--- src/rtl/bthd_pkg.sv ---
// Shared types, codes and the record kind lookup for the BER tag/length header decoder.
// No dependencies.
package bthd_pkg;

    typedef enum logic [2:0] {
        ERR_OK         = 3'd0,
        ERR_TAG_TRUNC  = 3'd1,
        ERR_TAG_RANGE  = 3'd2,
        ERR_LEN_TRUNC  = 3'd3,
        ERR_LEN_OVFL   = 3'd4,
        ERR_REC_EXCEED = 3'd5
    } t_err;

    typedef enum logic [3:0] {
        KIND_SEQUENCE    = 4'd0,
        KIND_SET         = 4'd1,
        KIND_CONSTRUCTED = 4'd2,
        KIND_INTEGER     = 4'd3,
        KIND_ENUMERATED  = 4'd4,
        KIND_OCTET_STR   = 4'd5,
        KIND_BOOLEAN     = 4'd6,
        KIND_NULL        = 4'd7,
        KIND_GENERIC     = 4'd8
    } t_kind;

    localparam logic [1:0] CLASS_UNIVERSAL = 2'd0;
    localparam logic [4:0] TAG_EXTENDED    = 5'h1f;

    localparam logic [6:0] TAG_BOOLEAN    = 7'd1;
    localparam logic [6:0] TAG_INTEGER    = 7'd2;
    localparam logic [6:0] TAG_OCTET_STR  = 7'd4;
    localparam logic [6:0] TAG_NULL       = 7'd5;
    localparam logic [6:0] TAG_ENUMERATED = 7'd10;
    localparam logic [6:0] TAG_SEQUENCE   = 7'd16;
    localparam logic [6:0] TAG_SET        = 7'd17;

    function automatic t_kind kind_of(input logic [1:0] tag_class, input logic constructed,
                                      input logic [6:0] tag_number);
        t_kind k;
        k = KIND_GENERIC;
        if (constructed) begin
            if (tag_class == CLASS_UNIVERSAL && tag_number == TAG_SEQUENCE) begin
                k = KIND_SEQUENCE;
            end else if (tag_class == CLASS_UNIVERSAL && tag_number == TAG_SET) begin
                k = KIND_SET;
            end else begin
                k = KIND_CONSTRUCTED;
            end
        end else if (tag_class == CLASS_UNIVERSAL) begin
            case (tag_number)
                TAG_INTEGER:    k = KIND_INTEGER;
                TAG_ENUMERATED: k = KIND_ENUMERATED;
                TAG_OCTET_STR:  k = KIND_OCTET_STR;
                TAG_BOOLEAN:    k = KIND_BOOLEAN;
                TAG_NULL:       k = KIND_NULL;
                default:        k = KIND_GENERIC;
            endcase
        end
        return k;
    endfunction

endpackage

--- src/rtl/bthd_if.sv ---
// Valid/ready channel interfaces for the header decoder: byte input and header result.
// Uses no package.
interface bthd_in_if;
    logic        valid;
    logic        ready;
    logic [7:0]  in_byte;
    logic        start_req;
    logic [31:0] avail_len;

    modport source (output valid, output in_byte, output start_req, output avail_len,
                    input ready);
    modport sink (input valid, input in_byte, input start_req, input avail_len,
                  output ready);
    modport monitor (input valid, input ready, input in_byte, input start_req,
                     input avail_len);
endinterface

interface bthd_out_if;
    logic        valid;
    logic        ready;
    logic [2:0]  error_code;
    logic [1:0]  tag_class;
    logic        constructed;
    logic [6:0]  tag_number;
    logic [3:0]  record_kind;
    logic [2:0]  header_length;
    logic [31:0] value_length;
    logic [32:0] total_length;

    modport source (output valid, output error_code, output tag_class, output constructed,
                    output tag_number, output record_kind, output header_length,
                    output value_length, output total_length, input ready);
    modport sink (input valid, input error_code, input tag_class, input constructed,
                  input tag_number, input record_kind, input header_length,
                  input value_length, input total_length, output ready);
    modport monitor (input valid, input ready, input error_code, input tag_class,
                     input constructed, input tag_number, input record_kind,
                     input header_length, input value_length, input total_length);
endinterface

--- src/rtl/ber_tlv_header_decoder_core.sv ---
// Top level of the BER tag/length header decoder.
// Depends on bthd_pkg and the channel interfaces in bthd_if.sv.
//
// One header byte per transaction; a byte with start_req set opens a record and
// latches avail_len. The block emits one result per record when the header is
// complete or an error is found, and nothing for bytes between a result and
// the next start. Each byte passes an input register, combinational decode
// logic that updates the header registers, and the result register, so a
// byte is taken every cycle while the input side does not stall, and a
// result is registered from its last byte. The input side stalls only while
// the result register holds an untaken result and the input register is full.
module ber_tlv_header_decoder_core #(
    parameter int MAX_LENGTH_BYTES = 4
) (
    input logic        i_clk,
    input logic        i_rst_n,
    bthd_in_if.sink    i_in,
    bthd_out_if.source o_out
);

    localparam int HCW = $clog2(MAX_LENGTH_BYTES + 4);
    localparam int LW  = $clog2(MAX_LENGTH_BYTES + 1);

    typedef enum logic [1:0] {
        PH_IDLE,
        PH_TAG2,
        PH_LEN_FIRST,
        PH_LEN_MORE
    } t_phase;

    // input register
    logic        r_in_valid;
    logic [7:0]  r_byte;
    logic        r_start;
    logic [31:0] r_avail_in;

    // header state
    t_phase          r_phase,  n_phase;
    logic [1:0]      r_class,  n_class;
    logic            r_cons,   n_cons;
    logic [6:0]      r_tag,    n_tag;
    logic [HCW-1:0]  r_hc,     n_hc;
    logic [LW-1:0]   r_left,   n_left;
    logic [31:0]     r_acc,    n_acc;
    logic [31:0]     r_avail,  n_avail;

    // result register
    logic        r_out_valid;
    bthd_pkg::t_err  r_err;
    logic [1:0]  r_o_class;
    logic        r_o_cons;
    logic [6:0]  r_o_tag;
    bthd_pkg::t_kind r_o_kind;
    logic [2:0]  r_o_hlen;
    logic [31:0] r_o_vlen;
    logic [32:0] r_o_total;

    logic            w_adv;
    logic            w_fire;
    logic            w_fin;
    logic            w_res_v;
    bthd_pkg::t_err  w_err;
    logic [6:0]      w_n;
    logic [32:0]     w_total;
    logic [32:0]     w_need;

    assign w_adv      = !r_out_valid || o_out.ready;
    assign w_fire     = r_in_valid && w_adv;
    assign i_in.ready = !r_in_valid || w_adv;

    always_comb begin
        n_phase = r_phase;
        n_class = r_class;
        n_cons  = r_cons;
        n_tag   = r_tag;
        n_hc    = r_hc;
        n_left  = r_left;
        n_acc   = r_acc;
        n_avail = r_avail;
        w_fin   = 1'b0;
        w_res_v = 1'b0;
        w_err   = bthd_pkg::ERR_OK;
        w_n     = r_byte[6:0];
        w_need  = 33'(r_hc) + 33'd1 + 33'(w_n);
        if (r_start) begin
            n_avail = r_avail_in;
            n_class = r_byte[7:6];
            n_cons  = r_byte[5];
            n_tag   = 7'd0;
            n_acc   = 32'd0;
            n_left  = '0;
            n_hc    = HCW'(1);
            n_phase = PH_IDLE;
            if (r_avail_in == 32'd0) begin
                w_res_v = 1'b1;
                w_err   = bthd_pkg::ERR_TAG_TRUNC;
            end else if (r_byte[4:0] == bthd_pkg::TAG_EXTENDED) begin
                if (r_avail_in < 32'd2) begin
                    w_res_v = 1'b1;
                    w_err   = bthd_pkg::ERR_TAG_TRUNC;
                end else begin
                    n_phase = PH_TAG2;
                end
            end else begin
                n_tag = {2'b00, r_byte[4:0]};
                if (r_avail_in < 32'd2) begin
                    w_res_v = 1'b1;
                    w_err   = bthd_pkg::ERR_LEN_TRUNC;
                end else begin
                    n_phase = PH_LEN_FIRST;
                end
            end
        end else begin
            case (r_phase)
                PH_TAG2: begin
                    if (r_byte[7]) begin
                        w_res_v = 1'b1;
                        w_err   = bthd_pkg::ERR_TAG_RANGE;
                    end else begin
                        n_tag = r_byte[6:0];
                        n_hc  = HCW'(2);
                        if (r_avail < 32'd3) begin
                            w_res_v = 1'b1;
                            w_err   = bthd_pkg::ERR_LEN_TRUNC;
                        end else begin
                            n_phase = PH_LEN_FIRST;
                        end
                    end
                end
                PH_LEN_FIRST: begin
                    n_hc = r_hc + HCW'(1);
                    if (!r_byte[7]) begin
                        n_acc = {24'd0, r_byte};
                        w_fin = 1'b1;
                    end else if ({1'b0, r_avail} < w_need) begin
                        w_res_v = 1'b1;
                        w_err   = bthd_pkg::ERR_LEN_TRUNC;
                    end else if (w_n > 7'(MAX_LENGTH_BYTES)) begin
                        w_res_v = 1'b1;
                        w_err   = bthd_pkg::ERR_LEN_OVFL;
                    end else if (w_n == 7'd0) begin
                        n_acc = 32'd0;
                        w_fin = 1'b1;
                    end else begin
                        n_left  = LW'(w_n);
                        n_phase = PH_LEN_MORE;
                    end
                end
                PH_LEN_MORE: begin
                    if (r_acc[31:24] != 8'd0) begin
                        w_res_v = 1'b1;
                        w_err   = bthd_pkg::ERR_LEN_OVFL;
                    end else begin
                        n_acc  = {r_acc[23:0], r_byte};
                        n_hc   = r_hc + HCW'(1);
                        n_left = r_left - LW'(1);
                        if (n_left == '0) begin
                            w_fin = 1'b1;
                        end
                    end
                end
                default: begin
                    n_phase = PH_IDLE;
                end
            endcase
        end
        w_total = 33'(n_hc) + {1'b0, n_acc};
        if (w_fin) begin
            w_res_v = 1'b1;
            if (w_total > {1'b0, n_avail}) begin
                w_err = bthd_pkg::ERR_REC_EXCEED;
            end
        end
        if (w_res_v) begin
            n_phase = PH_IDLE;
        end
    end

    always_ff @(posedge i_clk) begin
        if (!i_rst_n) begin
            r_in_valid  <= 1'b0;
            r_out_valid <= 1'b0;
            r_phase     <= PH_IDLE;
        end else begin
            if (i_in.valid && i_in.ready) begin
                r_in_valid <= 1'b1;
            end else if (w_fire) begin
                r_in_valid <= 1'b0;
            end
            if (w_fire) begin
                r_phase <= n_phase;
            end
            if (w_fire && w_res_v) begin
                r_out_valid <= 1'b1;
            end else if (o_out.ready) begin
                r_out_valid <= 1'b0;
            end
        end
    end

    always_ff @(posedge i_clk) begin
        if (i_in.valid && i_in.ready) begin
            r_byte     <= i_in.in_byte;
            r_start    <= i_in.start_req;
            r_avail_in <= i_in.avail_len;
        end
        if (w_fire) begin
            r_class <= n_class;
            r_cons  <= n_cons;
            r_tag   <= n_tag;
            r_hc    <= n_hc;
            r_left  <= n_left;
            r_acc   <= n_acc;
            r_avail <= n_avail;
        end
        if (w_fire && w_res_v) begin
            r_err <= w_err;
            if (w_err == bthd_pkg::ERR_OK) begin
                r_o_class <= n_class;
                r_o_cons  <= n_cons;
                r_o_tag   <= n_tag;
                r_o_kind  <= bthd_pkg::kind_of(n_class, n_cons, n_tag);
                r_o_hlen  <= n_hc[2:0];
                r_o_vlen  <= n_acc;
                r_o_total <= w_total;
            end else begin
                r_o_class <= 2'd0;
                r_o_cons  <= 1'b0;
                r_o_tag   <= 7'd0;
                r_o_kind  <= bthd_pkg::KIND_SEQUENCE;
                r_o_hlen  <= 3'd0;
                r_o_vlen  <= 32'd0;
                r_o_total <= 33'd0;
            end
        end
    end

    assign o_out.valid         = r_out_valid;
    assign o_out.error_code    = r_err;
    assign o_out.tag_class     = r_o_class;
    assign o_out.constructed   = r_o_cons;
    assign o_out.tag_number    = r_o_tag;
    assign o_out.record_kind   = r_o_kind;
    assign o_out.header_length = r_o_hlen;
    assign o_out.value_length  = r_o_vlen;
    assign o_out.total_length  = r_o_total;

endmodule

--- src/flat_wrapper.sv ---
// flat-port wrapper written by rule: the top's interface ports become plain ports
module ber_tlv_header_decoder_core_flat 
#(
    parameter int MAX_LENGTH_BYTES = 4
)
  (i_clk, i_rst_n, i_in_valid, i_in_in_byte, i_in_start_req, i_in_avail_len, i_in_ready, o_out_valid, o_out_error_code, o_out_tag_class, o_out_constructed, o_out_tag_number, o_out_record_kind, o_out_header_length, o_out_value_length, o_out_total_length, o_out_ready);
  bthd_in_if i_in_i ();
  bthd_out_if o_out_i ();
  input logic i_clk;
  input logic i_rst_n;
  input wire logic [$bits(i_in_i.valid)-1:0] i_in_valid;
  input wire logic [$bits(i_in_i.in_byte)-1:0] i_in_in_byte;
  input wire logic [$bits(i_in_i.start_req)-1:0] i_in_start_req;
  input wire logic [$bits(i_in_i.avail_len)-1:0] i_in_avail_len;
  output wire logic [$bits(i_in_i.ready)-1:0] i_in_ready;
  output wire logic [$bits(o_out_i.valid)-1:0] o_out_valid;
  output wire logic [$bits(o_out_i.error_code)-1:0] o_out_error_code;
  output wire logic [$bits(o_out_i.tag_class)-1:0] o_out_tag_class;
  output wire logic [$bits(o_out_i.constructed)-1:0] o_out_constructed;
  output wire logic [$bits(o_out_i.tag_number)-1:0] o_out_tag_number;
  output wire logic [$bits(o_out_i.record_kind)-1:0] o_out_record_kind;
  output wire logic [$bits(o_out_i.header_length)-1:0] o_out_header_length;
  output wire logic [$bits(o_out_i.value_length)-1:0] o_out_value_length;
  output wire logic [$bits(o_out_i.total_length)-1:0] o_out_total_length;
  input wire logic [$bits(o_out_i.ready)-1:0] o_out_ready;
  assign i_in_i.valid = i_in_valid;
  assign i_in_i.in_byte = i_in_in_byte;
  assign i_in_i.start_req = i_in_start_req;
  assign i_in_i.avail_len = i_in_avail_len;
  assign i_in_ready = i_in_i.ready;
  assign o_out_valid = o_out_i.valid;
  assign o_out_error_code = o_out_i.error_code;
  assign o_out_tag_class = o_out_i.tag_class;
  assign o_out_constructed = o_out_i.constructed;
  assign o_out_tag_number = o_out_i.tag_number;
  assign o_out_record_kind = o_out_i.record_kind;
  assign o_out_header_length = o_out_i.header_length;
  assign o_out_value_length = o_out_i.value_length;
  assign o_out_total_length = o_out_i.total_length;
  assign o_out_i.ready = o_out_ready;
  ber_tlv_header_decoder_core #(.MAX_LENGTH_BYTES(MAX_LENGTH_BYTES)) u_core (.i_clk(i_clk), .i_rst_n(i_rst_n), .i_in(i_in_i), .o_out(o_out_i));
endmodule
--- config.mk ---
export PLATFORM = sky130hd
export DESIGN_NAME = ber_tlv_header_decoder_core_flat
export DESIGN_NICKNAME = d
export VERILOG_FILES = /design/src/rtl/bthd_pkg.sv /design/src/rtl/bthd_if.sv /design/src/rtl/ber_tlv_header_decoder_core.sv /design/src/flat_wrapper.sv
export SDC_FILE = /design/constraint.sdc
export NUM_CORES = 1
export LEC_CHECK = 0
export BUFFER_PORTS_ARGS = -buffer_cell sky130_fd_sc_hd__buf_2
export CORE_AREA = 2 2 144 146
export CTS_CLUSTER_SIZE = 10
export DETAILED_ROUTE_END_ITERATION = 10
export DIE_AREA = 0 0 146 148
export PLACE_DENSITY = 0.78
export SETUP_SLACK_MARGIN = 0.15
export SLEW_MARGIN = 10
export SYNTH_ARGS = -nofsm -noshare
export SYNTH_HDL_FRONTEND = slang
export SYNTH_SLANG_ARGS = --single-unit
--- constraint.sdc ---
create_clock -name i_clk -period 37.6 [get_ports i_clk]
set_input_delay 5.64 -clock i_clk [delete_from_list [all_inputs] [get_ports i_clk]]
set_output_delay 5.64 -clock i_clk [all_outputs]
set_load 0.1 [all_outputs]
==> reports/metrics.cfg <==
[yosys]
synth_top_area_cell = edfxtp_1
yosysTopAreaCellShare = 0.5426
synth_ff_type = edfxtp_1
synth_area_sq_um = 11400
ys_top_cells_by_area = edfxtp_1 54%, ha_1 5.9%, mux2i_1 3.6%
synth_edf_count = 206
netlist_instances = 1006
synth.distinct_cells = 77
ys_ff_latch = 210
yosysWarnings = 0
ys_seq_area_frac = 0.5497
syn_area_per_cell_sq_um = 11.33
async_reset_ff_frac = 0
syn_nets = 1107

[setup_path]
regToRegStartpoint = u_core.r_hc[0]$_DFFE_PP_
cp-end-kind = output pin
crit_top_cell = buf_2
reg2regPathDepth = 35
path_cells = buf_2 > nor2b_1 > nand2_1 > buf_2
crit_type = primary input to output pin
timing.rr.end = u_core.o_out.value_length[0]$_SDFFCE_PP0P_
required_ns = 31.96
crit_slowest_cell = nor2b_1
rrSetupSlack_ns = 27.37
start_kind = primary input
crit_arrival_ns = 6.48
critical_path_peak_fanout = 4
cpPeakStageDelay_ns = 0.32

[power_and_ir_drop]
ir_drop_mv = 0.03009
power_density_nw_per_um2 = 43.58
total_power_mw = 0.5703
leakagePower_nw = 5.329

[hold_path]
hold_path_end = u_core.r_in_valid$_SDFFE_PN0P_
hold_start = u_core.r_in_valid$_SDFFE_PN0P_
min_path_cells = 2
hold_path_class = flip-flop to flip-flop

[route]
wl_per_cell_microns = 20.54
vias_per_cell = 6.154
wl_mm = 29.16
wl_met1_mm = 12.22
drc_errors = 0
postRouteAntennaNets = 0
first_iter_violations = 984
top_layer_used = met4
vias = 8739
met2WireLength_mm = 13.39
dr.pass1.iters = 5
wl_met3_mm = 2.639

[floorplan]
io-pin-count = 132
rows = 52
die_h_microns = 148
coreArea_sq_um = 20040
die_w_microns = 146
start_util = 0.5689
design.die.area_sq_um = 21610

[finish]
layout.cells.non_filler = 1420
fin_nets = 1238
n_fill_cell = 1589
area_growth_pct = 14.80
drive_gt1_frac = 0.1741

[grt]
grt_use_total = 0.2684
grt_max_degree = 80
antenna_found_initial = 0
grt_pass1_wl_mm = 45.44
grt-ovfl-total = 0
grt_pass1_vias = 8453

[clocking]
postCtsHoldBufs = 0
postCtsSetupBuffers = 0
post_cts_resized = 0
clk_pin_slew_ns = 0.05
clock_sinks = 210
cts-htree-levels = 1
cts_tree = built
ctsLongestPathBuffers = 3
clock_latency_ns = 0.55
cts_made_buffers = 26
cts_root_buf = clkbuf_16

[outcome]
status = finished, final reports clean

[run]
cap_violations = 0

[sta]
setup_viol = 0
period_share = 0.3222
skew_ns = 0.02802
tns_ns = 0
fin_hold_ws_ns = 0.5300
drv_slew = 0
finalHoldViolCount = 0
finalCriticalPeriod_ns = 12.12
rsz0062_at_grt = no
fmax_ghz = 0.08254
relSlewSlack = 0.2534
tightest_slew_ns = 1.120

[placement]
gp_congestion = 0.9224
portBuffers = 131
place_hpwl_mm = 20.61
post-place-cells = 1379

-- layout by cell type, fill, tap and decap left out, types with 5 or more instances in the layout --
cell type  instances
edfxtp_1         206
buf_2            131
inv_1             80
nor2_1            80
nand2_1           71
a21oi_1           60
ha_1              54
mux2i_1           41
nor3_1            34
nor4_1            29
o21ai_0           28
clkbuf_16         26
nor2b_1           21
a21o_1            21
xnor2_1           20
nand3_1           20
nand4_1           17
and3_1            16
buf_4             10
and4_1             9
a22oi_1            9
a211o_1            9
a211oi_1           8
clkbuf_1           8
or4_1              7
and2_1             6
o21bai_1           6
a21boi_0           6
nor4_2             5
nand2b_1           5
o211ai_1           5
o31ai_1            5
a32oi_1            5
xor2_1             5
or3_1              5
-- cell type report --
type / instances / area (sq um) / share of cell area
diodes: 1 / 2.502 / 0.0001912
clock buffers: 35 / 694.4 / 0.05306
clock inverters: 5 / 52.55 / 0.004016
inverters: 82 / 307.8 / 0.02352
multi-input cells: 676 / 4695 / 0.3587
flip-flops and latches: 210 / 6266 / 0.4788
well taps: 270 / 337.8 / 0.02582
repair buffers: 141 / 730.7 / 0.05584
-- per-layer routing --
layer  vias up  global-route usage
met5         -                   0
met4         0             0.09223
met2       445              0.4262
met1      4170              0.3725
met3        62             0.05463
li1       4062                   -
-- where the power goes --
group	internal (mW)	switching, mW
clock	0.128	0.0936
combinational	0.0253	0.0449
sequential	0.270	0.00860
total	0.423	0.147
-- synthesized netlist by cell type (all sizes together), types with 16 or more instances --
cell / number
a21o: 21
a21oi: 60
and3: 16
clkbuf: 23
edfxtp: 206
ha: 54
inv: 81
mux2i: 41
nand2: 71
nand3: 20
nand4: 18
nor2: 80
nor2b: 22
nor3: 36
nor4: 36
o21ai: 29
xnor2: 20
-- state kept, by name (all words and copies together) (netlist names) --
signal / flops
u_core.o_out.error_code: 3
u_core.r_left: 3
u_core.o_out.tag_number: 7
u_core.r_cons: 1
u_core.o_out.tag_class: 2
u_core.o_out.total_length: 33
u_core.o_out.value_length: 32
u_core.r_byte: 8
u_core.o_out.valid: 1
u_core.r_avail: 32
u_core.r_hc: 3
u_core.r_start: 1
u_core.r_phase: 2
u_core.r_acc: 32
u_core.r_in_valid: 1
u_core.o_out.constructed: 1
u_core.r_avail_in: 32
u_core.o_out.record_kind: 4
u_core.r_tag: 7
u_core.r_class: 2
u_core.o_out.header_length: 3
-- through the flow --
stage,setup slack [ns],instance area (sq um),utilization
after floorplan,20.84,11400,-
after global placement,25.53,12330,0.6153
after detailed placement,25.48,12330,0.6153
after CTS,25.48,13080,0.6525
after global routing,25.42,13080,0.6529
final,25.48,13090,0.6530
-- worst max path at each step --
stage,from,endpoint,cells past startpoint
2_1_floorplan,o_out_ready,u_core.r_phase[0]$_SDFFE_PN0P_,5
5_1_grt,o_out_ready,i_in_ready,4
3_5_place_dp,o_out_ready,i_in_ready,4
4_1_cts,o_out_ready,i_in_ready,4
6_report,o_out_ready,i_in_ready,4
3_3_place_gp,o_out_ready,i_in_ready,4
-- worst max-delay path, delay by kind of cell --
family | cells | cell delay [ns]
simple gates | 2 | 0.43
buf+inv | 2 | 0.40
-- cell families after synthesis --
kind of cell	synth area share
adders and majority gates	0.06278
AOI/OAI and AO/OA	0.1234
muxes	0.03798
DFF	0.5497
xor gates and xnor gates	0.01921
buffers and inverters	0.04182
and+or+nand+nor	0.1652
Note: power is estimated with default switching activity, not from simulation.
